### config.mk
export PLATFORM = sky130hd
export DESIGN_NAME = bfm_front
export DESIGN_NICKNAME = d
export VERILOG_FILES = /design/src/design/assert_macros.svh /design/src/design/bfm_pkg.sv /design/src/design/bfm_front.sv
export SDC_FILE = /design/constraint.sdc
export NUM_CORES = 2
export LEC_CHECK = 0
export ABC_AREA = 0
export BUFFER_PORTS_ARGS = -buffer_cell sky130_fd_sc_hd__buf_4
export CORE_AREA = 4 4 363 401
export CTS_CLUSTER_SIZE = 30
export DETAILED_ROUTE_END_ITERATION = 10
export DIE_AREA = 0 0 367 405
export GPL_TIMING_DRIVEN = 1
export MAX_ROUTING_LAYER = met4
export PLACE_DENSITY = 0.54
export SLEW_MARGIN = 10
export SYNTH_ARGS = -nofsm -noshare
export SYNTH_HDL_FRONTEND = slang
export SYNTH_SLANG_ARGS = --single-unit
### constraint.sdc
create_clock -name aclk -period 25.9 [get_ports aclk]
set_clock_uncertainty 0.05 [all_clocks]
set_input_delay 5.18 -clock aclk [delete_from_list [all_inputs] [get_ports aclk]]
set_output_delay 5.18 -clock aclk [all_outputs]
set_load 0.02 [all_outputs]
### src/design/assert_macros.svh
// Assertion macros for the Bloom filter RTL, used by the back end.
// Every macro samples on aclk and is disabled while aresetn is low.
`ifndef ASSERT_MACROS_SVH
`define ASSERT_MACROS_SVH

// Checks that a property holds at every clock edge out of reset.
`define BFM_ASSERT(label, prop, msg) \
    label: assert property (@(posedge aclk) disable iff (!aresetn) (prop)) \
        else $error(msg);

// Checks that a condition is followed by another in the next cycle.
`define BFM_ASSERT_NEXT(label, pre, post, msg) \
    label: assert property (@(posedge aclk) disable iff (!aresetn) (pre) |=> (post)) \
        else $error(msg);

`endif

### src/design/bfm_pkg.sv
// Shared constants, types and helper functions of the Bloom filter block.
// Used by every module of the design but bfm_ram; depends on nothing else.
package bfm_pkg;

    localparam int MAX_BITS    = 65536;
    localparam int ADDR_W      = $clog2(MAX_BITS);
    localparam int N_W         = ADDR_W + 1;
    localparam int MIN_BITS    = 64;
    localparam int PROBE_LIMIT = 16;
    localparam int K_W         = 5;
    localparam int DIV_TOP     = 64;
    localparam int DIV_W       = 7;
    localparam int QUEUE_DEPTH = 2;

    localparam logic [63:0] MIX_M    = 64'hc6a4a7935bd1e995;
    localparam logic [31:0] M_LO     = MIX_M[31:0];
    localparam logic [31:0] M_HI     = MIX_M[63:32];
    localparam int          MIX_R    = 47;
    localparam logic [63:0] SEED_ONE = 64'h0000_0000_9747_b28c;
    localparam logic [63:0] SEED_TWO = 64'h0000_0000_c6a4_a793;

    localparam logic OP_ADD   = 1'b0;
    localparam logic OP_QUERY = 1'b1;

    localparam logic REG_BIT_COUNT  = 1'b0;
    localparam logic REG_HASH_COUNT = 1'b1;

    typedef struct packed {
        logic [63:0] h1;
        logic [63:0] h2;
        logic        op;
    } hash_item_t;

    function automatic logic [63:0] fold(input logic [63:0] x);
        return x ^ (x >> MIX_R);
    endfunction

    function automatic logic [63:0] tail_mask(input logic [3:0] nb);
        logic [63:0] m;
        for (int b = 0; b < 8; b++) begin
            m[b*8 +: 8] = (4'(b) < nb) ? 8'hff : 8'h00;
        end
        return m;
    endfunction

    function automatic logic [ADDR_W-1:0] mod_step(input logic [ADDR_W-1:0] r,
                                                   input logic b,
                                                   input logic [N_W-1:0] n);
        logic [N_W-1:0] t;
        t = {r, b};
        return (t >= n) ? ADDR_W'(t - n) : ADDR_W'(t);
    endfunction

endpackage

### src/design/bfm_front.sv
// Front end: accepts key words and runs both MurmurHash64A accumulators.
// Uses bfm_pkg; hands finished hash pairs to the queue.
module bfm_front import bfm_pkg::*; (
    input  logic        aclk,
    input  logic        aresetn,
    input  logic        enable,
    input  logic        s_valid,
    output logic        s_ready,
    input  logic        s_operation,
    input  logic [63:0] s_key_word,
    input  logic [3:0]  s_word_bytes,
    input  logic        s_last_word,
    input  logic [12:0] s_key_length,
    output logic        q_push,
    output hash_item_t  q_item,
    input  logic        q_full
);

    typedef enum logic [8:0] {
        F_IDLE = 9'b000000001,
        F_PREP = 9'b000000010,
        F_MK1  = 9'b000000100,
        F_MK2  = 9'b000001000,
        F_MH1  = 9'b000010000,
        F_MH2  = 9'b000100000,
        F_FH1  = 9'b001000000,
        F_FH2  = 9'b010000000,
        F_PUSH = 9'b100000000
    } front_state_t;

    front_state_t state_reg, state_next;
    logic [1:0]  ph_reg, ph_next;
    logic        prog_reg, prog_next;
    logic [63:0] acc_reg, acc_next;
    logic [63:0] h1_reg, h1_next;
    logic [63:0] h2_reg, h2_next;
    logic [63:0] k_reg, k_next;
    logic        op_reg, op_next;
    logic [3:0]  nb_reg, nb_next;
    logic        last_reg, last_next;
    logic [12:0] klen_reg, klen_next;

    logic [63:0] x_op, prod, mul_res, seed_mix, base1, base2, tail;
    logic [31:0] mul_a, mul_b, hi_p;
    logic [44:0] lo_p;
    logic        mul_done;

    assign s_ready  = (state_reg == F_IDLE) && enable;
    assign q_item   = '{h1: h1_reg, h2: h2_reg, op: op_reg};

    assign x_op     = (state_reg == F_MK1 || state_reg == F_MK2) ? k_reg :
                      (state_reg == F_MH1 || state_reg == F_FH1) ? h1_reg : h2_reg;
    assign mul_a    = (ph_reg == 2'd1) ? x_op[63:32] : x_op[31:0];
    assign mul_b    = (ph_reg == 2'd2) ? M_HI : M_LO;
    assign prod     = 64'(mul_a) * 64'(mul_b);
    assign mul_res  = acc_reg + {prod[31:0], 32'b0};
    assign mul_done = (ph_reg == 2'd2);

    assign lo_p     = 45'(klen_reg) * 45'(M_LO);
    assign hi_p     = 32'(klen_reg) * M_HI;
    assign seed_mix = {hi_p, 32'b0} + 64'(lo_p);
    assign base1    = prog_reg ? h1_reg : (SEED_ONE ^ seed_mix);
    assign base2    = prog_reg ? h2_reg : (SEED_TWO ^ seed_mix);
    assign tail     = k_reg & tail_mask(nb_reg);

    always_comb begin
        state_next = state_reg;
        ph_next    = ph_reg;
        prog_next  = prog_reg;
        acc_next   = acc_reg;
        h1_next    = h1_reg;
        h2_next    = h2_reg;
        k_next     = k_reg;
        op_next    = op_reg;
        nb_next    = nb_reg;
        last_next  = last_reg;
        klen_next  = klen_reg;
        q_push     = 1'b0;
        unique case (state_reg)
            F_IDLE: begin
                if (s_valid && s_ready) begin
                    k_next     = s_key_word;
                    op_next    = s_operation;
                    nb_next    = s_word_bytes;
                    last_next  = s_last_word;
                    klen_next  = s_key_length;
                    state_next = F_PREP;
                end
            end
            F_PREP: begin
                prog_next = !last_reg;
                if (nb_reg[3]) begin
                    h1_next    = base1;
                    h2_next    = base2;
                    state_next = F_MK1;
                end else if (nb_reg != 4'd0) begin
                    h1_next    = base1 ^ tail;
                    h2_next    = base2 ^ tail;
                    state_next = F_MH1;
                end else if (last_reg) begin
                    h1_next    = fold(base1);
                    h2_next    = fold(base2);
                    state_next = F_FH1;
                end else begin
                    h1_next    = base1;
                    h2_next    = base2;
                    state_next = F_IDLE;
                end
            end
            F_MK1, F_MK2, F_MH1, F_MH2, F_FH1, F_FH2: begin
                ph_next  = ph_reg + 2'd1;
                acc_next = (ph_reg == 2'd0) ? prod : mul_res;
                if (mul_done) begin
                    ph_next = 2'd0;
                    priority if (state_reg == F_MK1) begin
                        k_next     = fold(mul_res);
                        state_next = F_MK2;
                    end else if (state_reg == F_MK2) begin
                        h1_next    = h1_reg ^ mul_res;
                        h2_next    = h2_reg ^ mul_res;
                        state_next = F_MH1;
                    end else if (state_reg == F_MH1) begin
                        h1_next    = mul_res;
                        state_next = F_MH2;
                    end else if (state_reg == F_MH2) begin
                        if (last_reg) begin
                            h1_next    = fold(h1_reg);
                            h2_next    = fold(mul_res);
                            state_next = F_FH1;
                        end else begin
                            h2_next    = mul_res;
                            state_next = F_IDLE;
                        end
                    end else if (state_reg == F_FH1) begin
                        h1_next    = fold(mul_res);
                        state_next = F_FH2;
                    end else begin
                        h2_next    = fold(mul_res);
                        state_next = F_PUSH;
                    end
                end
            end
            F_PUSH: begin
                if (!q_full) begin
                    q_push     = 1'b1;
                    state_next = F_IDLE;
                end
            end
            default: state_next = F_IDLE;
        endcase
    end

    always_ff @(posedge aclk) begin
        if (!aresetn) begin
            state_reg <= F_IDLE;
            ph_reg    <= 2'd0;
            prog_reg  <= 1'b0;
        end else begin
            state_reg <= state_next;
            ph_reg    <= ph_next;
            prog_reg  <= prog_next;
        end
        acc_reg  <= acc_next;
        h1_reg   <= h1_next;
        h2_reg   <= h2_next;
        k_reg    <= k_next;
        op_reg   <= op_next;
        nb_reg   <= nb_next;
        last_reg <= last_next;
        klen_reg <= klen_next;
    end

endmodule

==> results <==
- The later pin in the worst-skew pair is clocked with a latency of 580 ps.
- The most used cell along the critical path is sky130_fd_sc_hd__fa_1.
- The final layout contains 7812 nets.
- The deepest level of the CTS H-tree is 2.
- The placed wire-length estimate after detailed placement is 191 mm.
- The number of cells upsized or downsized after cts is 0.
- For this run, the top clock speed supported by timing is 73.7 MHz.
- The synthesized netlist occupies a cell area of 56300 um^2.
- The wire length of the first global-routing pass is 333 mm.
- The port buffer count is 218.
- After detailed routing, the met2 layer carries 106 mm of wire.
- The maximum fanout encountered on the critical timing path is 34.
- During I/O placement, the number of pins put on the boundary was 219.
- STA puts the critical path data required time at 26180 ps.
- The detailed router used layers up to and including met4.
- The routability congestion estimate from global placement is 0.991.
- The routed metal-1 wirelength is 95.1 mm.
- The worst setup path is launched from a register.
- Synthesis handed over a netlist of 6084 instances.
- The die covers 149000 um^2.
- The area overhead of the layout relative to synthesis is 8.93%.
- The overflow left after global routing is 0.
- The initial core utilization is 39.8%.
- The pin count of the biggest net entering global routing is 139.
- Wires add up to 230 mm.
- The arrival time of data at the critical path endpoint is 13850 ps.
- The share of post-route cells with drive strength above 1 is 7.21%.
- The number of failing hold endpoints at the final stage is 0.
- The number of warnings issued by yosys is 0.
- The wire length on met3 is 17.3 mm.
- After the flow finishes, the layout carries non-filler instances totaling 8084.
- The post-CTS setup repair buffer count is 0.
- For this run, asynchronously set or reset flops after synthesis account for 0%.
- Of the total synthesized cell area, the portion taken by full adders, half adders and majority gates is 44.7%.
- The sequential-to-total area share from yosys stat is 15.1%.
- The cts-stage hold buffer count is 0.
- The compound-cell area share of the yosys netlist is 11.7%.
- Across all layers, the routed design uses 45.4k vias.
- The number of antenna violations at the first check in global routing is 10.
- The worst relative slew slack is 21.8%.
- The cell count after placement is 8019.
- In the routed design, unresolved DRC markers number 0.
- The final count of pins violating max slew is 0.
- The flow ran to the end, and the final reports show no timing, DRC or antenna violations.
- The die is 405 um tall.
- The first-pass iteration count of the detailed router is 6.
- Setup repair after global routing left no endpoint under its margin.
- The core region is 142000 um^2.
- In this run the worst hold path is classified as register to register.
- The critical path is of the register to register type.
- Global routing consumed, over all layers together, 31.7% of the routing resources.
- The slew at the pin closest to its max-slew limit is 1170 ps.
- The synthesized netlist devotes 10.5% of its cell area to simple gates.
- The multiplexer fraction of the synthesized cell area is 2.55%.
- The most used flip-flop cell after synthesis is sky130_fd_sc_hd__edfxtp_1.
- Of the total synthesized cell area, the portion taken by XOR and XNOR cells is 5.97%.
- The slowest stage of the critical path is the sky130_fd_sc_hd__buf_4 cell.
- The average wire length per cell after detail routing is 28.4 um.
- The largest incremental delay on the critical path is 700 ps.
- TritonCTS built the clock tree.
- The number of placement rows is 145.
- In this run the remaining antenna-violating nets after routing total 0.
- CTS placed an instance of sky130_fd_sc_hd__clkbuf_16 at the clock tree root.
- After synthesis, the largest family of logic cells by area is adder cells.
- The mean post-synth cell area is 9.25 um^2.
- The total CTS buffers is 34.
- The clock transition time at the flip-flop clock pins of the worst setup and hold paths is 60 ps.
- The smallest clock period supported by the final layout is computed as 13570 ps.
- The maximum number of buffers from clock root to sink is 3.
- The tree built by TritonCTS fans out to 287 sinks.
- The die extent in x is 367 um.
- The flop and latch count out of synthesis is 287.
- For the final routed database, the setup TNS stands at 0 ps.
- The number of library cell types mapped by synthesis is 102.
- Yosys mapped a number of flops with a built-in enable equal to 275.
- The share of the cycle needed by the critical path after routing is 52.4%.
- The count of maximum capacitance violations is 0.
- Setup violations remaining at the end of the flow were counted as 0.
- The violation count after the first detailed-route iteration is 4815.
- The routed via count divided by cell count is 5.62.
- The number of global-route vias before repair is 46.3k.
- The capturing element type of the critical path is a register.
==> layout by cell type, fill, tap and decap left out, types with 40 or more instances in the layout <==
master	count
sky130_fd_sc_hd__ha_1	665
sky130_fd_sc_hd__and2_1	64
sky130_fd_sc_hd__xor2_1	129
sky130_fd_sc_hd__nand2_1	576
sky130_fd_sc_hd__o21ai_0	297
sky130_fd_sc_hd__nor3_1	50
sky130_fd_sc_hd__nand2b_1	41
sky130_fd_sc_hd__buf_4	308
sky130_fd_sc_hd__fa_1	841
sky130_fd_sc_hd__mux2i_1	105
sky130_fd_sc_hd__xnor2_1	250
sky130_fd_sc_hd__nor2_1	286
sky130_fd_sc_hd__a211oi_1	40
sky130_fd_sc_hd__a21o_1	83
sky130_fd_sc_hd__nand3_1	88
sky130_fd_sc_hd__a21oi_1	352
sky130_fd_sc_hd__edfxtp_1	275
sky130_fd_sc_hd__inv_1	1204
==> critical path, delay by kind of cell (launching register included) <==
family	cells	cell delay [ps]
multiplexers	1	340
flip-flops	1	340
AO/OA/AOI/OAI	14	3410
XOR/XNOR	3	930
buffers and inverters	8	2020
adder cells (fa/ha/maj)	10	4520
AND/OR/NAND/NOR	10	1610
==> synth_stat cells, types with 7 or more instances <==
| library cell | number | area, um^2 |
|---|---|---|
| sky130_fd_sc_hd__inv_1 | 1205 | 4520 |
| sky130_fd_sc_hd__fa_1 | 841 | 16800 |
| sky130_fd_sc_hd__ha_1 | 665 | 8320 |
| sky130_fd_sc_hd__nand2_1 | 577 | 2170 |
| sky130_fd_sc_hd__a21oi_1 | 355 | 1780 |
| sky130_fd_sc_hd__o21ai_0 | 298 | 1490 |
| sky130_fd_sc_hd__nor2_1 | 291 | 1090 |
| sky130_fd_sc_hd__edfxtp_1 | 275 | 8260 |
| sky130_fd_sc_hd__xnor2_1 | 250 | 2190 |
| sky130_fd_sc_hd__clkbuf_1 | 161 | 604 |
| sky130_fd_sc_hd__xor2_1 | 129 | 1130 |
| sky130_fd_sc_hd__mux2i_1 | 105 | 1050 |
| sky130_fd_sc_hd__nand3_1 | 88 | 440 |
| sky130_fd_sc_hd__a21o_1 | 83 | 623 |
| sky130_fd_sc_hd__and2_1 | 64 | 400 |
| sky130_fd_sc_hd__nor3_1 | 54 | 270 |
| sky130_fd_sc_hd__nand2b_1 | 43 | 269 |
| sky130_fd_sc_hd__buf_1 | 41 | 154 |
| sky130_fd_sc_hd__a211oi_1 | 40 | 300 |
| sky130_fd_sc_hd__nand4_1 | 32 | 200 |
| sky130_fd_sc_hd__a22oi_1 | 31 | 233 |
| sky130_fd_sc_hd__nor2b_1 | 27 | 169 |
| sky130_fd_sc_hd__o21bai_1 | 27 | 203 |
| sky130_fd_sc_hd__and3_1 | 26 | 163 |
| sky130_fd_sc_hd__o211ai_1 | 24 | 180 |
| sky130_fd_sc_hd__o21a_1 | 23 | 173 |
| sky130_fd_sc_hd__or2_2 | 20 | 125 |
| sky130_fd_sc_hd__a311oi_1 | 18 | 158 |
| sky130_fd_sc_hd__a31oi_1 | 18 | 113 |
| sky130_fd_sc_hd__or3_1 | 18 | 113 |
| sky130_fd_sc_hd__nor4_1 | 17 | 106 |
| sky130_fd_sc_hd__a211o_1 | 15 | 131 |
| sky130_fd_sc_hd__mux4_2 | 14 | 315 |
| sky130_fd_sc_hd__nor3b_1 | 14 | 105 |
| sky130_fd_sc_hd__o22ai_1 | 14 | 87.6 |
| sky130_fd_sc_hd__dfxtp_1 | 12 | 240 |
| sky130_fd_sc_hd__o31ai_1 | 12 | 90.1 |
| sky130_fd_sc_hd__a221oi_1 | 10 | 87.6 |
| sky130_fd_sc_hd__buf_2 | 8 | 40.0 |
| sky130_fd_sc_hd__o21ai_1 | 8 | 40.0 |
| sky130_fd_sc_hd__a2111oi_0 | 7 | 61.3 |
| sky130_fd_sc_hd__a221o_1 | 7 | 70.1 |
| sky130_fd_sc_hd__o221ai_1 | 7 | 61.3 |
==> final timing paths <==
kind / slack, ps / end / cells after the start / from
worst min register to register: 520 / state_reg[7] / 2 / state_reg[7]
worst max register to register: 12330 / h2_reg[16] / 46 / state_reg[7]
worst min-delay path: 520 / state_reg[7] / 2 / state_reg[7]
worst max-delay path: 12330 / h2_reg[16] / 46 / state_reg[7]
==> cells by family (layout without fill, tap and decap cells) <==
family                     count (synthesis)  after routing
AOI/OAI and AO/OA                       1064           1064
DFF                                      287            287
buffers and inverters                   1422           1577
and+or+nand+nor                         1297           1297
muxes                                    125            125
adders and majority gates               1506           1506
other                                      2             10
xor gates and xnor gates                 381            381
==> layout make-up <==
cell class                 instances  area, um^2
fill                           14200       80200
multi-input combinational       4379       42500
sequential                       287        8500
inverter                        1207        4540
timing repair buffer             309        2330
tap                             1837        2300
clock buffer                      52         990
clock inverter                     9        93.8
antenna                            4        10.0
==> routing by layer <==
metal | global-route usage, % | up-vias
met3 | 4.20 | 309
met5 | - | -
met4 | 11.9 | 0
li1 | - | 20100
met2 | 50.4 | 2047
met1 | 41.5 | 23000
==> metrics by stage <==
| stage | hold WS [ps] | setup slack (ps) | cell area, um^2 | util (%) |
|---|---|---|---|---|
| final | 517 | 12330 | 61300 | 43.3 |
| after global routing | 575 | 11760 | 61300 | 43.3 |
| after CTS | 508 | 12440 | 61300 | 43.3 |
| after detailed placement | 500 | 12430 | 60200 | 42.5 |
| after global placement | 502 | 12560 | 60200 | 42.5 |
| after floorplan | 475 | 14360 | 56300 | - |
Power is left out: the tool's default activity adds up to more than one toggle a clock period on the data nets, which glitch-free logic cannot reach.
