`config.mk`:
```
export PLATFORM = sky130hd
export DESIGN_NAME = bfm_fifo
export DESIGN_NICKNAME = d
export VERILOG_FILES = /design/src/design/assert_macros.svh /design/src/design/bfm_pkg.sv /design/src/design/bfm_fifo.sv
export SDC_FILE = /design/constraint.sdc
export NUM_CORES = 1
export LEC_CHECK = 0
export BUFFER_PORTS_ARGS = -buffer_cell sky130_fd_sc_hd__buf_2
export CORE_AREA = 2 2 169 171
export CTS_BUF_LIST = sky130_fd_sc_hd__clkbuf_16
export DETAILED_ROUTE_END_ITERATION = 10
export DIE_AREA = 0 0 171 173
export GPL_ROUTABILITY_DRIVEN = 0
export PLACE_DENSITY_LB_ADDON = 0.2
export SLEW_MARGIN = 10
export SYNTH_ARGS = -nofsm -noshare
export SYNTH_HDL_FRONTEND = slang
export SYNTH_SLANG_ARGS = --single-unit
```
`constraint.sdc`:
```
create_clock -name aclk -period 9.7 [get_ports aclk]
set_input_delay 1.94 -clock aclk [delete_from_list [all_inputs] [get_ports aclk]]
set_output_delay 1.94 -clock aclk [all_outputs]
set_load 0.02 [all_outputs]
```
`src/design/assert_macros.svh`:
```
// Assertion macros for the Bloom filter RTL, used by the back end.
// Every macro samples on aclk and is disabled while aresetn is low.
`ifndef ASSERT_MACROS_SVH
`define ASSERT_MACROS_SVH

// Checks that a property holds at every clock edge out of reset.
`define BFM_ASSERT(label, prop, msg) \
    label: assert property (@(posedge aclk) disable iff (!aresetn) (prop)) \
        else $error(msg);

// Checks that a condition is followed by another in the next cycle.
`define BFM_ASSERT_NEXT(label, pre, post, msg) \
    label: assert property (@(posedge aclk) disable iff (!aresetn) (pre) |=> (post)) \
        else $error(msg);

`endif

```
`src/design/bfm_pkg.sv`:
```
// Shared constants, types and helper functions of the Bloom filter block.
// Used by every module of the design but bfm_ram; depends on nothing else.
package bfm_pkg;

    localparam int MAX_BITS    = 65536;
    localparam int ADDR_W      = $clog2(MAX_BITS);
    localparam int N_W         = ADDR_W + 1;
    localparam int MIN_BITS    = 64;
    localparam int PROBE_LIMIT = 16;
    localparam int K_W         = 5;
    localparam int DIV_TOP     = 64;
    localparam int DIV_W       = 7;
    localparam int QUEUE_DEPTH = 2;

    localparam logic [63:0] MIX_M    = 64'hc6a4a7935bd1e995;
    localparam logic [31:0] M_LO     = MIX_M[31:0];
    localparam logic [31:0] M_HI     = MIX_M[63:32];
    localparam int          MIX_R    = 47;
    localparam logic [63:0] SEED_ONE = 64'h0000_0000_9747_b28c;
    localparam logic [63:0] SEED_TWO = 64'h0000_0000_c6a4_a793;

    localparam logic OP_ADD   = 1'b0;
    localparam logic OP_QUERY = 1'b1;

    localparam logic REG_BIT_COUNT  = 1'b0;
    localparam logic REG_HASH_COUNT = 1'b1;

    typedef struct packed {
        logic [63:0] h1;
        logic [63:0] h2;
        logic        op;
    } hash_item_t;

    function automatic logic [63:0] fold(input logic [63:0] x);
        return x ^ (x >> MIX_R);
    endfunction

    function automatic logic [63:0] tail_mask(input logic [3:0] nb);
        logic [63:0] m;
        for (int b = 0; b < 8; b++) begin
            m[b*8 +: 8] = (4'(b) < nb) ? 8'hff : 8'h00;
        end
        return m;
    endfunction

    function automatic logic [ADDR_W-1:0] mod_step(input logic [ADDR_W-1:0] r,
                                                   input logic b,
                                                   input logic [N_W-1:0] n);
        logic [N_W-1:0] t;
        t = {r, b};
        return (t >= n) ? ADDR_W'(t - n) : ADDR_W'(t);
    endfunction

endpackage

```
`src/design/bfm_fifo.sv`:
```
// Short queue of finished hash pairs between the front and back ends.
// Uses bfm_pkg for the entry type and depth.
module bfm_fifo import bfm_pkg::*; (
    input  logic       aclk,
    input  logic       aresetn,
    input  logic       push,
    input  hash_item_t push_item,
    output logic       full,
    input  logic       pop,
    output hash_item_t pop_item,
    output logic       empty
);

    localparam int PTR_W = (QUEUE_DEPTH > 1) ? $clog2(QUEUE_DEPTH) : 1;
    localparam int CNT_W = $clog2(QUEUE_DEPTH + 1);

    hash_item_t       mem_reg [QUEUE_DEPTH];
    logic [PTR_W-1:0] wr_reg, wr_next, rd_reg, rd_next;
    logic [CNT_W-1:0] cnt_reg, cnt_next;

    assign full     = (cnt_reg == CNT_W'(QUEUE_DEPTH));
    assign empty    = (cnt_reg == '0);
    assign pop_item = mem_reg[rd_reg];

    always_comb begin
        wr_next  = wr_reg;
        rd_next  = rd_reg;
        cnt_next = cnt_reg;
        if (push) begin
            wr_next = (wr_reg == PTR_W'(QUEUE_DEPTH - 1)) ? '0 : wr_reg + 1'b1;
        end
        if (pop) begin
            rd_next = (rd_reg == PTR_W'(QUEUE_DEPTH - 1)) ? '0 : rd_reg + 1'b1;
        end
        if (push && !pop) begin
            cnt_next = cnt_reg + 1'b1;
        end else if (pop && !push) begin
            cnt_next = cnt_reg - 1'b1;
        end
    end

    always_ff @(posedge aclk) begin
        if (!aresetn) begin
            wr_reg  <= '0;
            rd_reg  <= '0;
            cnt_reg <= '0;
        end else begin
            wr_reg  <= wr_next;
            rd_reg  <= rd_next;
            cnt_reg <= cnt_next;
        end
        if (push) begin
            mem_reg[wr_reg] <= push_item;
        end
    end

endmodule

```
==> results of run 1 <==
## cells by family (layout without fill, tap and decap cells)
kind of cell / after synthesis / in the layout / synth area share
flip-flops: 263 / 263 / 0.820
multiplexers: 129 / 129 / 0.152
AND/OR/NAND/NOR: 9 / 9 / 0.00588
other: 0 / 3 / 0
buffers and inverters: 15 / 319 / 0.0162
adder cells (fa/ha/maj): 1 / 1 / 0.00131
AO/OA/AOI/OAI: 3 / 3 / 0.00209
XOR/XNOR: 3 / 3 / 0.00275
## cell type report
| type | count | area [µm²] |
|---|---|---|
| clock buffers | 29 | 726 |
| repair buffers | 267 | 1350 |
| well taps | 378 | 473 |
| diodes | 3 | 7.51 |
| multi-input cells | 145 | 1580 |
| flip-flops and latches | 263 | 7850 |
| fillers | 2499 | 15500 |
| clock inverters | 22 | 156 |
| inverters | 1 | 3.75 |
## worst max path at each step
stage | from | end | slack, ns
floorplan | push | mem_reg[0][0]$_DFFE_PP_ | 1.50
global placement | flip-flop | pop_item[66] | 5.38
detailed placement | flip-flop | pop_item[66] | 5.31
CTS | flip-flop | pop_item[58] | 4.73
global route | flip-flop | pop_item[66] | 4.60
finish | flip-flop | pop_item[66] | 4.83
## routing by layer
layer | GRT usage | share of wire | vias up | wire length (µm)
li1 | - | - | 2254 | -
met1 | 0.148 | 0.40 | 2413 | 7510
met2 | 0.199 | 0.48 | 200 | 9000
met3 | 0.0421 | 0.099 | 31 | 1860
met4 | 0.0424 | 0.024 | 0 | 443
met5 | 0 | 0 | - | 0
## critical path, cell delays in order (launching register included)
cell and delay [ns]:
dfxtp_4 0.84, buf_4 0.88, mux2_2 0.44, buf_2 0.16
## where the power goes
part / switching (µW) / internal (µW) / total, µW
Sequential: 22.4 / 1310 / 1340
Combinational: 167 / 117 / 284
Clock: 409 / 591 / 1000
Total: 598 / 2020 / 2620
## per-stage QoR
stage               worst slack [ns]  total power (µW)  cell area, µm²   util  std cells
floorplan                       1.50              1550            9570      -        423
global placement                5.38              1640           11300  0.407       1054
finish                          4.83              2620           12100  0.439       1108
CTS                             4.73              2660           12100  0.439       1105
detailed placement              5.31              1650           11300  0.407       1054
global route                    4.60              2720           12100  0.439       1106
## placed cells by master, fill, tap and decap left out
| cell type | instances |
|---|---|
| clkbuf_16 | 29 |
| o21a_1 | 1 |
| nor2b_1 | 1 |
| buf_4 | 4 |
| o21ai_0 | 1 |
| dfxtp_1 | 4 |
| inv_6 | 1 |
| dfxtp_4 | 1 |
| clkinv_1 | 6 |
| clkinv_2 | 7 |
| and2b_2 | 1 |
| diode_2 | 3 |
| and2_1 | 3 |
| a21boi_1 | 1 |
| mux2_2 | 129 |
| xor2_1 | 2 |
| bufinv_16 | 2 |
| ha_1 | 1 |
| buf_2 | 263 |
| xnor2_1 | 1 |
| nor2_1 | 1 |
| nor2b_4 | 1 |
| inv_1 | 5 |
| or3_1 | 1 |
| clkinvlp_4 | 2 |
| edfxtp_1 | 258 |
| and2_4 | 1 |
==> flow_summary.rst, run 1 <==
.. list-table::
   :header-rows: 1

   * - Metric
     - Value
   * - Outcome
     - completed
   * - Count of mapped cells out of synthesis
     - 423
   * - Total die area
     - 29600 µm²
   * - Tot GR Track Use
     - 0.121
   * - Endpoint type of the worst setup path
     - output pin
   * - Worst r2r src
     - wr_reg$_SDFFE_PN0P_
   * - Top flip-flop cell by instance count after synthesis
     - edfxtp_1
   * - Worst hold start
     - cnt_reg[1]$_SDFFE_PN0P_
   * - Number of cell rows
     - 61
   * - Most common library cells after synthesis
     - edfxtp_1, mux2_2, buf_6
   * - Total detailed-routing wirelength
     - 18.8 mm
   * - Pin slew with the least headroom to its limit
     - 0.980 ns
   * - Avg Cell Area, Syn
     - 22.6 µm²
   * - Max clock buf depth
     - 3
   * - Max Clock Freq
     - 0.206 GHz
   * - CTS-repair resized insts
     - 0
   * - Reg2Reg Depth
     - 3
   * - Peak supply drop
     - 0.110 mV
   * - Number of detailed-route iterations in the first pass
     - 4
   * - Clock latency on the worst-skew pair
     - 0.53 ns
   * - Share of the synthesized area in the top cell type
     - 0.810
   * - Largest net degree at the start of global routing
     - 73
   * - Root buf cell
     - clkbuf_16
   * - Setup repair after global routing missed its margin
     - false
   * - Worst hold stages
     - 2
   * - Number of hold-repair buffers added at the cts stage
     - 0
   * - Synthesized flop and latch total
     - 263
   * - Overall overflow remaining after global route
     - 0
   * - Power per Cell Area
     - 216 nW/µm²
   * - Post-CTS Setup Inserts
     - 0
   * - Max_cap viols
     - 0
   * - Standard cell core area
     - 27600 µm²
   * - Terminus of the critical flop-to-flop path
     - mem_reg[0][29]$_DFFE_PP_
   * - Distinct cell type count of the synthesized netlist
     - 17
   * - Vias per cell
     - 4.42
   * - Final nets
     - 840
   * - Number of warning messages in the yosys log
     - 0
   * - Slack of the worst reg-to-reg path
     - 7.20 ns
   * - Arrival @ worst endpoint
     - 2.93 ns
   * - Leakage power of the design
     - 0.00451 µW
   * - Final hold viol count
     - 0
   * - Hold Path Sink
     - cnt_reg[1]$_SDFFE_PN0P_
   * - Die Y-Extent
     - 173 µm
   * - Category of the worst setup path launch point
     - flip-flop
   * - Slew headroom
     - 0.347
   * - Highest net fanout along the worst path
     - 72
   * - Antenna violations before repair
     - 2
   * - Number of global-route vias before repair
     - 5215
   * - Total number of vias
     - 4898
   * - Final worst path period share
     - 0.502
   * - Ports placed on the boundary
     - 264
   * - Worst clock skew
     - 0.0150 ns
   * - Share of flip-flops with an asynchronous set or reset
     - 0
   * - Proportion of layout cells with a drive suffix above 1
     - 0.607
   * - Routed length per placed instance
     - 17.0 µm
   * - First-pass GRT wire length
     - 28.0 mm
   * - Register area share after synthesis
     - 0.820
   * - Clock tree sinks
     - 263
   * - Worst hold slack
     - 0.525 ns
   * - Largest cells by area after synthesis
     - edfxtp_1, mux2_2, buf_6
   * - Req. time, crit path
     - 7.76 ns
   * - Count of buffers from port buffering
     - 263
   * - Clock tree from TritonCTS
     - yes
   * - Detailed placer's ending HPWL
     - 12.4 mm
   * - Setup TNS after final layout
     - 0 ns
   * - Max-slew violations
     - 0
   * - Final setup vio count
     - 0
   * - Synth area leader
     - edfxtp_1
   * - Post-synth EDFFs
     - 258
   * - WS Path Type
     - flip-flop to output pin
   * - Hold/Removal Path Class
     - flip-flop to flip-flop
   * - Number of buffers created by CTS
     - 28
   * - Library cell with the highest instance count after synthesis
     - edfxtp_1
   * - Flip-flop count of the largest register after layout
     - 258
   * - Synth Cell Area
     - 9570 µm²
   * - Area added between synthesis and finish
     - 26.9%
   * - Syn nets
     - 557
   * - DRT antenna net count
     - 0
   * - Final Critical Period
     - 4.87 ns
   * - Horizontal die dimension
     - 171 µm
   * - Reg clk slew, reported paths
     - 0.05 ns
   * - Clock H-tree levels
     - 1
   * - DRC violations left
     - 0
   * - Initial cell density of the core
     - 0.346
   * - Iteration-0 DRC Markers
     - 251
No activity file was read; power rests on OpenSTA's default activity.
==> inputs of run 2 (changes only) <==
--- a/config.mk
+++ b/config.mk
@@ -5,6 +5,7 @@
 export SDC_FILE = /design/constraint.sdc
 export NUM_CORES = 1
 export LEC_CHECK = 0
+export ABC_AREA = 1
 export BUFFER_PORTS_ARGS = -buffer_cell sky130_fd_sc_hd__buf_2
 export CORE_AREA = 2 2 169 171
 export CTS_BUF_LIST = sky130_fd_sc_hd__clkbuf_16
==> constraint.sdc (replaced) <==
create_clock -name aclk -period 4.3 [get_ports aclk]
set_input_delay 0.86 -clock aclk [delete_from_list [all_inputs] [get_ports aclk]]
set_output_delay 0.86 -clock aclk [all_outputs]
set_load 0.02 [all_outputs]
==> flow_summary.rst, run 2 <==
.. list-table::
   :header-rows: 1

   * - Metric
     - Value
   * - Share of flip-flops with an asynchronous set or reset
     - 0 (unchanged)
   * - Root buf cell
     - clkbuf_16
   * - Overall power after layout
     - 5870 µW (+120%)
   * - Worst clock skew
     - 0.0100 ns (-0.00504 ns)
   * - Register area share after synthesis
     - 0.819 (about the same)
   * - Internal Power
     - 4540 µW (+120%)
   * - Outcome
     - completed
   * - Synthesized flop and latch total
     - 263 (unchanged)
   * - Detailed placer's ending HPWL
     - 12.3 mm (-0.38%)
   * - Leakage power of the design
     - 0.00456 µW (+1.1%)
   * - Number of detailed-route iterations in the first pass
     - 4 (unchanged)
   * - Number of cell rows
     - 61 (unchanged)
   * - Total detailed-routing wirelength
     - 18.8 mm (+0.14%)
   * - Highest net fanout along the worst path
     - 66 (-8.3%)
   * - Routed length per placed instance
     - 16.8 µm (-1.2%)
   * - Core occupancy in the finished layout
     - 0.441 (+0.00177)
   * - Final standard cell area without fillers
     - 12200 µm² (+0.40%)
   * - Iteration-0 DRC Markers
     - 251 (unchanged)
   * - Ports placed on the boundary
     - 264 (unchanged)
   * - Final Critical Period
     - 3.12 ns
   * - Vias per cell
     - 4.40 (-0.41%)
   * - Most common cell after layout, fill and taps aside
     - buf_2
   * - Largest net degree at the start of global routing
     - 67 (-8.2%)
   * - Max Clock Freq
     - 0.321 GHz
   * - Proportion of layout cells with a drive suffix above 1
     - 0.591 (-0.0152)
   * - Tot GR Track Use
     - 0.123 (+0.00166)
   * - Count of buffers from port buffering
     - 263 (unchanged)
   * - Number of hold-repair buffers added at the cts stage
     - 0 (unchanged)
   * - Max-slew violations
     - 0 (unchanged)
   * - Most frequent cells in the layout
     - buf_2, edfxtp_1, mux2_2
   * - Pin slew with the least headroom to its limit
     - 0.931 ns (-0.0495 ns)
   * - Endpoint type of the worst setup path
     - output pin
   * - Final setup vio count
     - 0 (unchanged)
   * - Standard cell core area
     - 27600 µm² (unchanged)
   * - Number of buffers created by CTS
     - 29 (+3.6%)
   * - Synth Cell Area
     - 9580 µm² (about the same)
   * - DRC violations left
     - 0 (unchanged)
   * - Setup TNS after final layout
     - 0 ns (unchanged)
   * - Clock share of power
     - 0.387 (+0.006)
   * - Number of global-route vias before repair
     - 5473 (+4.9%)
   * - Max_cap viols
     - 0 (unchanged)
   * - Power per Cell Area
     - 482 nW/µm² (+120%)
   * - Slew headroom
     - 0.380 (+0.0330)
   * - Clock tree sinks
     - 263 (unchanged)
   * - Final hold viol count
     - 0 (unchanged)
   * - Final worst path period share
     - 0.725
   * - First-pass GRT wire length
     - 28.9 mm (+3.1%)
   * - Count of mapped cells out of synthesis
     - 436 (+3.1%)
   * - Reg clk slew, reported paths
     - 0.06 ns (about the same)
   * - Initial cell density of the core
     - 0.347 (about the same)
   * - Post-synth EDFFs
     - 258 (unchanged)
   * - Top flip-flop cell by instance count after synthesis
     - edfxtp_1
   * - Distinct cell type count of the synthesized netlist
     - 13 (-4)
   * - Most common library cells after synthesis
     - edfxtp_1, mux2_2, buf_6
   * - Area added between synthesis and finish
     - 27.3%
   * - Synth area leader
     - edfxtp_1
   * - Clock H-tree levels
     - 1 (unchanged)
   * - Max clock buf depth
     - 3 (unchanged)
   * - Library cell with the highest instance count after synthesis
     - edfxtp_1
   * - Antenna violations before repair
     - 2 (unchanged)
   * - Category of the worst setup path launch point
     - flip-flop
   * - Clock latency on the worst-skew pair
     - 0.53 ns (about the same)
   * - Total die area
     - 29600 µm² (unchanged)
   * - Req. time, crit path
     - 3.44 ns (-4.32 ns)
   * - Sequential cell fraction of total power
     - 0.513 (+0.003)
   * - DRT antenna net count
     - 0 (unchanged)
   * - Hold/Removal Path Class
     - input pin to flip-flop
   * - Horizontal die dimension
     - 171 µm (unchanged)
   * - Final nets
     - 856 (+1.9%)
   * - Flip-flop count of the largest register after layout
     - 258 (unchanged)
   * - Cell Area, Placed
     - 11300 µm² (+0.46%)
   * - Peak supply drop
     - 0.354 mV (+220%)
   * - Avg Cell Area, Syn
     - 22.0 µm² (-2.9%)
   * - Number of warning messages in the yosys log
     - 0 (unchanged)
   * - Setup repair after global routing missed its margin
     - false
   * - Largest cells by area after synthesis
     - edfxtp_1, mux2_2, buf_6
   * - Overall overflow remaining after global route
     - 0 (unchanged)
   * - Die Y-Extent
     - 173 µm (unchanged)
   * - Syn nets
     - 570 (+2.3%)
   * - CTS-repair resized insts
     - 0 (unchanged)
   * - WS Path Type
     - flip-flop to output pin
   * - Total number of vias
     - 4944 (+0.94%)
   * - Share of the synthesized area in the top cell type
     - 0.809 (about the same)
   * - Combinational fraction of design power
     - 0.100 (-0.008)
   * - Switching share of power
     - 0.227 (-0.00137)
   * - Post-CTS Setup Inserts
     - 0 (unchanged)
   * - Net switching component of the power
     - 1330 µW (+120%)
   * - Arrival @ worst endpoint
     - 2.26 ns (-0.67 ns)
   * - Clock tree from TritonCTS
     - yes
==> run 2: changes by cell type after synthesis, moves of 2 or more <==
| cell | before | now |
|---|---|---|
| xor2_1 | 2 | 0 |
| inv_1 | 1 | 8 |
| and2_1 | 4 | 0 |
| nand2_1 | 0 | 8 |
| nor2_1 | 1 | 9 |
| nor2b_1 | 2 | 0 |
==> run 2: through the flow <==
stage	hold WS (ns)	instances	setup WS [ns]
2_1_floorplan	0.463	436	0.389
3_3_place_gp	0.483	1069	1.72
3_5_place_dp	0.508	1069	1.70
4_1_cts	0.479	1122	1.11
5_1_grt	0.477	1123	1.04
6_report	0.511	1123	1.18
==> run 2: power by group through the flow <==
stage	combinational (µW)	clock (µW)	sequential (µW)
after CTS	598	2350	3010
final	586	2270	3010
after floorplan	382	0	3050
after global placement	583	0	3060
after global routing	632	2460	3020
after detailed placement	594	0	3070
==> run 2: worst paths after layout <==
kind                                          start                         to  slack, ns  cells after the start
worst max-delay path                      flip-flop              pop_item[103]       1.18                      3
worst min-delay path                 push_item[121]  mem_reg[0][121]$_DFFE_PP_       0.51                      1
worst max register to register  wr_reg$_SDFFE_PN0P_   mem_reg[1][26]$_DFFE_PP_       2.51                      3
worst min register to register  rd_reg$_SDFFE_PN0P_        rd_reg$_SDFFE_PN0P_       0.52                      2
==> run 2: area by class of cell <==
type	instances	area (µm²)
inverters	8	35.0
diodes	1	2.50
well taps	378	473
clock buffers	29	726
flip-flops and latches	263	7850
clock inverters	24	159
fillers	2463	15400
repair buffers	269	1390
multi-input cells	151	1560
==> run 2: per-layer routing <==
layer / global-route usage / part of all wire / vias to the layer above
li1: - / - / 2295
met1: 0.142 / 0.40 / 2425
met2: 0.212 / 0.48 / 185
met3: 0.0460 / 0.099 / 37
met4: 0.0357 / 0.019 / 2
met5: 0 / 0.00085 / -
==> run 2: cells by family (layout without fill, tap and decap cells) <==
group	Yosys count	count (layout)	synth area share
flip-flops	263	263	0.819
adder cells (fa/ha/maj)	1	1	0.00131
multiplexers	129	129	0.152
AND/OR/NAND/NOR	19	19	0.00784
buffers and inverters	22	330	0.0189
other	0	1	0
AO/OA/AOI/OAI	2	2	0.00104
==> run 2: worst max-delay path, stage by stage (launching register included) <==
cell	delay (ns)
dfxtp_4	0.68
buf_12	0.37
mux2_2	0.41
buf_2	0.17
==> inputs of run 3 (changes only) <==
==> constraint.sdc (replaced) <==
create_clock -name aclk -period 2.5 [get_ports aclk]
set_input_delay 0.5 -clock aclk [delete_from_list [all_inputs] [get_ports aclk]]
set_output_delay 0.5 -clock aclk [all_outputs]
set_load 0.02 [all_outputs]
==> flow_summary.rst, run 3 (synthesized netlist as in run 2, its figures left out) <==
.. list-table::
   :header-rows: 1

   * - Metric
     - Value
   * - Pin slew with the least headroom to its limit
     - 0.408 ns (-0.522 ns)
   * - DRT antenna net count
     - 0 (unchanged)
   * - Storage element area
     - 7850 µm² (unchanged)
   * - Endpoint type of the worst setup path
     - output pin
   * - Number of cell rows
     - 61 (unchanged)
   * - Leakage power of the design
     - 0.00462 µW (+1.3%)
   * - Antenna violations before repair
     - 2 (unchanged)
   * - Final Critical Period
     - 2.31 ns
   * - Detailed placer's ending HPWL
     - 12.5 mm (+1.3%)
   * - Tot GR Track Use
     - 0.123 (+0.000476)
   * - Arrival @ worst endpoint
     - 1.81 ns (-0.45 ns)
   * - Clock tree from TritonCTS
     - yes
   * - DRC violations left
     - 0 (unchanged)
   * - Number of hold-repair buffers added at the cts stage
     - 0 (unchanged)
   * - Slack of the worst reg-to-reg path
     - 1.08 ns (-1.43 ns)
   * - Crit path buf inv count
     - 2 (unchanged)
   * - Net switching component of the power
     - 2280 µW (+71%)
   * - Category of the worst setup path launch point
     - flip-flop
   * - Internal Power
     - 7930 µW (+75%)
   * - Max_cap viols
     - 0 (unchanged)
   * - Peak supply drop
     - 0.440 mV (+24%)
   * - Proportion of layout cells with a drive suffix above 1
     - 0.598 (+0.00620)
   * - Largest stage delay, worst path
     - 0.43 ns (-0.25 ns)
   * - Flip-flop count of the largest register after layout
     - 258 (unchanged)
   * - Number of buffers created by CTS
     - 29 (unchanged)
   * - Max-slew violations
     - 0 (unchanged)
   * - Highest net fanout along the worst path
     - 46 (-30%)
   * - Final nets
     - 861 (+0.58%)
   * - CTS-repair resized insts
     - 0 (unchanged)
   * - Root buf cell
     - clkbuf_16
   * - Die Y-Extent
     - 173 µm (unchanged)
   * - Number of fill cells in the layout
     - 2477 (+0.57%)
   * - Area added between synthesis and finish
     - 28.8%
   * - Reg2Reg Depth
     - 3 (unchanged)
   * - Number of global-route vias before repair
     - 5378 (-1.7%)
   * - Total number of vias
     - 4933 (-0.22%)
   * - Combinational fraction of design power
     - 0.103 (+0.003)
   * - Placement-stage worst setup slack
     - 0.570 ns (-1.13 ns)
   * - Vias per cell
     - 4.38 (-0.58%)
   * - Setup repair after global routing missed its margin
     - false
   * - Clock tree sinks
     - 263 (unchanged)
   * - Slew headroom
     - 0.728 (+0.348)
   * - Footprint of the multi-input gates
     - 1570 µm² (+1.0%)
   * - Final worst path period share
     - 0.923
   * - Crit path cell chain
     - buf_12 > mux2_2 > buf_2
   * - Most common cell after layout, fill and taps aside
     - buf_2
   * - WS Path Type
     - flip-flop to output pin
   * - Clock latency on the worst-skew pair
     - 0.54 ns (about the same)
   * - Max clock buf depth
     - 3 (unchanged)
   * - Sequential cell fraction of total power
     - 0.506 (-0.007)
   * - Hold Path Sink
     - mem_reg[1][67]$_DFFE_PP_
   * - Clock H-tree levels
     - 1 (unchanged)
   * - Final setup vio count
     - 0 (unchanged)
   * - Routed length per placed instance
     - 16.8 µm (+0.22%)
   * - Worst r2r src
     - wr_reg$_SDFFE_PN0P_
   * - Switching share of power
     - 0.224 (-0.00317)
   * - Number of detailed-route iterations in the first pass
     - 4 (unchanged)
   * - Worst hold stages
     - 1 (unchanged)
   * - Initial cell density of the core
     - 0.347 (unchanged)
   * - Horizontal die dimension
     - 171 µm (unchanged)
   * - Standard cell core area
     - 27600 µm² (unchanged)
   * - Count of buffers from port buffering
     - 263 (unchanged)
   * - Total die area
     - 29600 µm² (unchanged)
   * - Total detailed-routing wirelength
     - 18.9 mm (+0.57%)
   * - Max Clock Freq
     - 0.433 GHz
   * - Reg clk slew, reported paths
     - 0.06 ns (about the same)
   * - Req. time, crit path
     - 2.00 ns (-1.44 ns)
   * - Final hold viol count
     - 0 (unchanged)
   * - Ports placed on the boundary
     - 264 (unchanged)
   * - Final worst setup slack
     - 0.192 ns (-0.991 ns)
   * - Post-CTS Setup Inserts
     - 3 (+3)
   * - Power per Cell Area
     - 828 nW/µm² (+72%)
   * - Critical path's slowest cell
     - dfxtp_4
   * - Outcome
     - completed
   * - Worst clock skew
     - 0.0124 ns (+0.00242 ns)
   * - Overall power after layout
     - 10200 µW (+74%)
   * - Clock share of power
     - 0.391 (+0.004)
   * - Most frequent cells in the layout
     - buf_2, edfxtp_1, mux2_2
   * - Iteration-0 DRC Markers
     - 160 (-36%)
   * - First-pass GRT wire length
     - 28.6 mm (-0.79%)
   * - Largest net degree at the start of global routing
     - 68 (+1.5%)
   * - Hold/Removal Path Class
     - input pin to flip-flop
   * - Worst hold start
     - push_item[67]
   * - Kind of cell adding the most delay to the critical path
     - flip-flops
   * - Overall overflow remaining after global route
     - 0 (unchanged)
   * - Terminus of the critical flop-to-flop path
     - mem_reg[1][81]$_DFFE_PP_
-- run 3: cell count changes in the layout (fill, tap and decap cells not counted) --
cell / before / now
bufinv_16: 2 / 3
buf_12: 2 / 7
inv_6: 2 / 1
clkinv_1: 10 / 8
nand2_1: 8 / 7
nand2_8: 0 / 1
inv_12: 0 / 1
-- run 3: layer usage --
metal | wire length, µm | up-vias | track usage
li1 | - | 2301 | -
met1 | 7420 | 2398 | 0.144
met2 | 9200 | 194 | 0.212
met3 | 1730 | 38 | 0.0414
met4 | 580 | 2 | 0.0417
met5 | 13 | - | 0
-- run 3: power by group through the flow --
stage	clock, µW	combinational, µW	sequential [µW]
detailed placement	0	1060	5270
global placement	0	1040	5250
floorplan	0	660	5250
finish	3990	1050	5160
CTS	4140	1080	5170
global route	4320	1140	5180
-- run 3: area by class of cell --
| class | count | area share |
|---|---|---|
| Timing Repair Buffer | 274 | 0.120 |
| Clock inverter | 23 | 0.0144 |
| Sequential cell | 263 | 0.636 |
| Clock buffer | 29 | 0.0588 |
| Multi-Input combinational cell | 151 | 0.128 |
| Inverter | 8 | 0.00375 |
| Antenna cell | 1 | 0.000203 |
| Tap cell | 378 | 0.0383 |
-- run 3: worst max path at each step --
stage	from	to	slack (ns)	depth (start not counted)
3_5_place_dp	flip-flop	pop_item[115]	0.57	3
3_3_place_gp	flip-flop	pop_item[115]	0.60	3
2_1_floorplan	push	mem_reg[0][0]$_DFFE_PP_	-0.34	2
4_1_cts	flip-flop	pop_item[115]	0.15	3
6_report	flip-flop	pop_item[80]	0.19	3
5_1_grt	flip-flop	pop_item[67]	0.12	3
-- run 3: stage by stage --
step	hold slack, ns	util	TNS (ns)	instances	cell area (µm²)
detailed placement	0.509	0.413	0	1071	11400
global route	0.110	0.447	0	1127	12300
CTS	0.117	0.446	0	1126	12300
global placement	0.478	0.413	0	1071	11400
floorplan	0.463	-	-86.90	436	9620
finish	0.149	0.447	0	1127	12300
-- run 3: worst reg2reg max path: cells and delay by family (launching register included) --
kind	cells	cell delay (ns)
flops	1	0.50
buf+inv	2	0.45
simple gates	1	0.08
